## config.mk

```make
export PLATFORM = sky130hd
export DESIGN_NAME = cgbm_ctrl
export DESIGN_NICKNAME = d
export VERILOG_FILES = /design/src/rtl/core/cgbm_pkg.sv /design/src/rtl/core/cgbm_ctrl.sv
export SDC_FILE = /design/constraint.sdc
export NUM_CORES = 1
export LEC_CHECK = 0
export ABC_AREA = 1
export BUFFER_PORTS_ARGS = -buffer_cell sky130_fd_sc_hd__buf_2
export CAP_MARGIN = 15
export CORE_AREA = 3 3 40 42
export DETAILED_ROUTE_END_ITERATION = 10
export DIE_AREA = 0 0 43 45
export GPL_ROUTABILITY_DRIVEN = 1
export PLACE_DENSITY = 0.52
export SLEW_MARGIN = 20
export SYNTH_ARGS = -nofsm -noshare
export SYNTH_HDL_FRONTEND = slang
export SYNTH_SLANG_ARGS = --single-unit
export TNS_END_PERCENT = 30
```

## constraint.sdc

```tcl
create_clock -name clk -period 1.3 [get_ports clk]
set_input_delay 0.195 -clock clk [delete_from_list [all_inputs] [get_ports clk]]
set_output_delay 0.195 -clock clk [all_outputs]
set_load 0.01 [all_outputs]
```

## src/rtl/core/cgbm_pkg.sv

```systemverilog
// shared types, codes and helpers for the correlated path core
// no dependencies
package cgbm_pkg;

    localparam int NUM_ASSETS_DEF = 4;
    localparam int MAX_STEPS_DEF  = 1024;
    localparam int ADDR_W         = 5;

    localparam logic [1:0] OP_LOAD_FACTOR = 2'd0;
    localparam logic [1:0] OP_LOAD_SPOT   = 2'd1;
    localparam logic [1:0] OP_START       = 2'd2;
    localparam logic [1:0] OP_STEP        = 2'd3;

    localparam logic [2:0] REG_DRIFT0    = 3'd0;
    localparam logic [2:0] REG_DRIFT1    = 3'd1;
    localparam logic [2:0] REG_DRIFT2    = 3'd2;
    localparam logic [2:0] REG_DRIFT3    = 3'd3;
    localparam logic [2:0] REG_SQRT_DT   = 3'd4;
    localparam logic [2:0] REG_NUM_STEPS = 3'd5;

    typedef enum logic [3:0] {
        ST_IDLE,
        ST_LOADW,
        ST_MAC,
        ST_SUM,
        ST_SCALE,
        ST_GROW,
        ST_PLO,
        ST_PHI,
        ST_UPD,
        ST_OUT
    } state_t;

    typedef struct packed {
        logic step_go;
        logic load_w;
        logic mac;
        logic sum;
        logic scale;
        logic grow;
        logic plo;
        logic phi;
        logic upd;
        logic out_done;
    } cmd_t;

    typedef struct packed {
        logic step_run;
        logic last_asset;
    } status_t;

    function automatic logic [31:0] abs32(input logic signed [31:0] a);
        abs32 = a[31] ? 32'(-a) : 32'(a);
    endfunction

    function automatic logic [47:0] abs48(input logic signed [47:0] a);
        abs48 = a[47] ? 48'(-a) : 48'(a);
    endfunction

    function automatic logic signed [31:0] sat32(input logic signed [63:0] a);
        if (a > 64'sd2147483647)
            sat32 = 32'sh7FFFFFFF;
        else if (a < -64'sd2147483648)
            sat32 = 32'sh80000000;
        else
            sat32 = a[31:0];
    endfunction

endpackage

```

## src/rtl/core/cgbm_ctrl.sv

```systemverilog
// sequencer for one step item, one asset at a time
// depends on cgbm_pkg
module cgbm_ctrl (
    input  logic              clk,
    input  logic              rst_n,
    input  logic              in_valid,
    input  logic [1:0]        opcode,
    input  logic              out_stall,
    input  cgbm_pkg::status_t status,
    output cgbm_pkg::cmd_t    cmd,
    output logic              in_stall,
    output logic              out_valid
);
    import cgbm_pkg::*;

    state_t state_reg;
    state_t state_next;

    always_ff @(posedge clk or negedge rst_n)
    begin
        if (!rst_n)
            state_reg <= ST_IDLE;
        else
            state_reg <= state_next;
    end

    always_comb
    begin
        state_next = state_reg;
        case (state_reg)
            ST_IDLE:
            begin
                if (in_valid && opcode == OP_STEP && status.step_run)
                    state_next = ST_LOADW;
            end
            ST_LOADW: state_next = ST_MAC;
            ST_MAC:   state_next = ST_SUM;
            ST_SUM:   state_next = ST_SCALE;
            ST_SCALE: state_next = ST_GROW;
            ST_GROW:  state_next = ST_PLO;
            ST_PLO:   state_next = ST_PHI;
            ST_PHI:   state_next = ST_UPD;
            ST_UPD:   state_next = ST_OUT;
            ST_OUT:
            begin
                if (!out_stall)
                    state_next = status.last_asset ? ST_IDLE : ST_MAC;
            end
            default:  state_next = ST_IDLE;
        endcase
    end

    always_comb
    begin
        cmd       = '0;
        in_stall  = 1'b1;
        out_valid = 1'b0;
        case (state_reg)
            ST_IDLE:
            begin
                in_stall    = 1'b0;
                cmd.step_go = in_valid && opcode == OP_STEP && status.step_run;
            end
            ST_LOADW: cmd.load_w = 1'b1;
            ST_MAC:   cmd.mac    = 1'b1;
            ST_SUM:   cmd.sum    = 1'b1;
            ST_SCALE: cmd.scale  = 1'b1;
            ST_GROW:  cmd.grow   = 1'b1;
            ST_PLO:   cmd.plo    = 1'b1;
            ST_PHI:   cmd.phi    = 1'b1;
            ST_UPD:   cmd.upd    = 1'b1;
            ST_OUT:
            begin
                out_valid    = 1'b1;
                cmd.out_done = !out_stall;
            end
            default:  cmd = '0;
        endcase
    end
endmodule

```

# --- Yosys cells after proc, flatten, opt, wreduce, memory -nomap -nowiden ---
# Index checks and enable logic that the tools add are counted.
# W data, S select, Z words.
word_totals:
  ff_bits: 4
classes:
  n_eq_ne: 12
  muxes: 16
  reduce_logical: 5
op_table:
  columns: ["op", "count"]
  rows:
  - ["$pmux W4 S10", 1]
  - ["$eq A4 B3 Y1 const B", 4]
  - ["$mux W1", 12]
  - ["$eq A4 B2 Y1 const B", 2]
  - ["$eq A4 B4 Y1 const B", 2]
  - ["$mux W4", 2]
  - ["$eq A4 B1 Y1 const B", 1]
  - ["$logic_not A4 Y1", 1]
  - ["$ne A2 B2 Y1 const B", 2]
  - ["$eq A2 B2 Y1 const B", 1]
  - ["$logic_and A1 B1 Y1", 2]
  - ["$mux W2", 1]
  - ["$reduce_and A2 Y1", 1]
  - ["$logic_not A1 Y1", 1]

# --- Depth between registers and ports, before layout ---
depth:
  ltp_word: 5
  ltp_mapped: 6
  ltp_nobuf: 6

# --- Worst setup path before layout ---
# No wires, ideal clock.
synth_path:
  path_kind: "register to output"
  start: "reg state_reg[1]"
  end: "out cmd[9] (netlist name)"
  t_arrival_ps: 964
  required_ps: 1105
  setup_slack_ps: 141
  path_stages_with_launch: 6
  path_buffers: 0
  cell_sequence: "dfrtp_1 inv_2 nand2_1 nor2_1 inv_1 nor2_1"
synth_lines:
  columns: ["item", "line_no", "text"]
  rows:
  - ["from (decl)", "cgbm_ctrl.sv:16", "state_t state_reg;"]
  - ["from (signal assigned)", "cgbm_ctrl.sv:24", "state_reg <= state_next;"]
  - ["to (decl)", "cgbm_ctrl.sv:10", "output cgbm_pkg::cmd_t cmd,"]

==> results_dict.tcl <==
set metrics [dict create \
    synth_edf_count 0 \
    finalHoldViolCount 0 \
    finalSetupViolCount 9 \
    fin_crit_sh_pct 106.8 \
    violations "setup timing" \
    crit_path_max_fanout 4 \
    status "finished, violations left" \
    synth.avg_cell_area_um2 6.401 \
    final_cells 91 \
    syn-cell-area_um2 275.3 \
    dieHeight_um 45 \
    slowest_delay_ns 0.44 \
    rr_endpoint "state_reg[0]$_DFFE_PN0P_" \
    startpoint "state_reg[1]$_DFFE_PN0P_" \
    post_drt_wl_per_cell_um 11.52 \
    post_drt_via_cell_ratio 4.714 \
    crit_path_end_kind "output pin" \
    fp-row-count 13 \
    io_pins 20 \
    synth.most_common_cell "nor2_1" \
    async_reset_ff_share_pct 100.0 \
    antenna_found_initial 0 \
    dp_hpwl_um 641.9 \
    syn_inst 43 \
    initial_core_util_pct 21.42 \
    first_pass_iters 4 \
    setup_ws_ns -0.08845 \
    max-vdd-ir-drop_v 0.001232 \
    min_path_cells 3 \
    p_leak_nw 0.3258 \
    path_delay_family "flip-flops" \
    grt_max_degree 6 \
    grt_pass1_vias 360 \
    ys_top_cells_by_area "dfrtp_1 36%, nor2_1 14%, nand2_1 11%, nand3_1 5.5%, nor3_1 5.5%" \
    port_buffers 19 \
    ys_seq_area_share_pct 36.36 \
    root_buffer "clkbuf_4" \
    num_vias 429 \
    synth_ff_type "dfrtp_1" \
    holdPathEnd "state_reg[1]$_DFFE_PN0P_" \
    skew_ns 0.006490 \
    clockBufferDepth 2 \
    startpoint_type "register" \
    largest_reg_flops 4 \
    clk_pin_slew_worst_paths_ns 0.03 \
    worstPathRequired_ns 1.11 \
    worst_skew_pair.late_latency_ns 0.23 \
    design_area_um2 608.1 \
    drt-total-wl_um 1048 \
    crit_buf_inv 3 \
    netlist_top_cells_count "10 x nor2_1, 8 x nand2_1, 4 x dfrtp_1, 4 x inv_1" \
    area_delta_synth_final_pct 120.9 \
    tightest_slew_ns 0.1755 \
    crit_chain "inv_4 > nand2_4 > nor2_4 > inv_2 > nor2_1 > buf_2" \
    place_congestion 0.7316 \
    cts_inserted_buffers 3 \
    holdCritStartpoint "status[0]" \
    maxCapViolations 0 \
    r2r_cells 7 \
    ant_nets 0 \
    fmax_ghz 0.7202 \
    synth.distinct_cells 14 \
    die_w_um 43 \
    rsz0062_at_grt "true" \
    dp_slack_ns 0.06828 \
    syn_nets 51 \
    place_area_um2 389.1 \
    drive_above_1_share_pct 69.74 \
    fin_util_pct 47.32 \
    r2r_slack_ns 0.15 \
    holdCritPathClass "input port to register" \
    nets 86 \
    grt-ovfl-total 0 \
    slew_violations 0 \
    dieArea_um2 1935 \
    grt_first_pass_wirelength_um 1469 \
    power.density_nw_per_um2 2656 \
    drt_iter0_drc 10 \
    tritoncts "built" \
    maxSlewHeadroom_pct 88.26 \
    antennaDiodeCount 0 \
    grt_use_total_pct 10.37 \
    rr_startpoint "state_reg[1]$_DFFE_PN0P_" \
    cp_slowest_cell "dfrtp_2" \
    synth.largest_area_cell "dfrtp_1" \
    post-route-min-period_ns 1.388 \
    drcViolationCount 0 \
    cp_data_arrival_time_ns 1.19 \
    critical_path_class "register to output pin" \
    cts_num_sinks 4 \
    synth_top_area_share_pct 36.36 \
    cts_max_level 1 \
    ys_warn_count 0 \
    coreArea_um2 1285 \
    synth-seq-cells 4 \
    tns_ns -0.3569 \
    numPlacedInstances 77 \
]
final cells by class:
class	instances	area, µm²
flip-flops and latches	4	102.6
inverters	7	31.28
clock buffers	3	22.52
well taps	15	18.77
multi-input cells	32	219.0
repair buffers	30	214.0
fillers	125	676.9
metal layers:
metal,GRT usage (%),vias to the layer above,routed length [µm]
li1,-,204,-
met1,11.71,205,383
met2,17.96,18,570
met3,5.179,2,79
met4,1.807,0,14
met5,0,-,0
power by group:
group	leakage (nW)	total (mW)	internal, mW	switching [mW]
Clock	0.0138	0.152	0.103	0.0489
Sequential	0.0480	0.272	0.193	0.0786
Combinational	0.264	1.19	0.563	0.628
stage by stage:
stage | hold slack (ns) | power, mW
global route | 0.2465 | 1.732
CTS | 0.2355 | 1.284
global placement | 0.007195 | 0.8373
floorplan | -0.1006 | 0.6434
finish | 0.2368 | 1.615
detailed placement | 0.008903 | 0.8382
cells in the final DEF, fill, tap and decap left out:
cell,n
nor3_2,3
nor2_4,4
dfrtp_1,2
clkbuf_4,3
or2_0,1
buf_6,7
buf_4,6
o21ai_1,1
nand2_2,1
inv_2,4
nand4_1,2
buf_2,16
nor2_2,1
o21ai_0,1
nand2_4,4
dlygate4sd3_1,1
dfrtp_2,2
inv_1,1
inv_4,2
a21oi_1,1
nor2_1,6
nand2_1,4
nand3_1,3
how the worst max path moves through the flow:
stage | endpoint | slack, ns | depth (start not counted)
after global placement | cmd[9] | 0.07 | 6
final | cmd[9] | -0.09 | 6
after floorplan | cmd[9] | 0.14 | 5
after CTS | cmd[3] | -0.08 | 4
after global routing | cmd[9] | -0.19 | 6
after detailed placement | cmd[9] | 0.07 | 6
cells by family after synthesis:
logic type	after synthesis	share of synthesized area [%]
DFF	4	36.37
AOI/OAI and AO/OA	3	5.449
and+or+nand+nor	29	48.64
buffers and inverters	7	9.544
worst min-delay path, delay by kind of cell:
family                 cells  cell delay [ns]
AND/OR/NAND/NOR            1             0.09
AO/OA/AOI/OAI              1             0.06
buffers and inverters      1             0.08
timing repair:
action | 4_1_cts | 5_1_grt
endpoints found under the setup margin | 8 | 12
hold buffers | 1 | 0
pin swaps | 3 | 4
hold endpoints to repair | 4 | 0
resized for setup | 16 | 16
buffers inserted | 6 | 4
(Power assumes the default switching activity.)
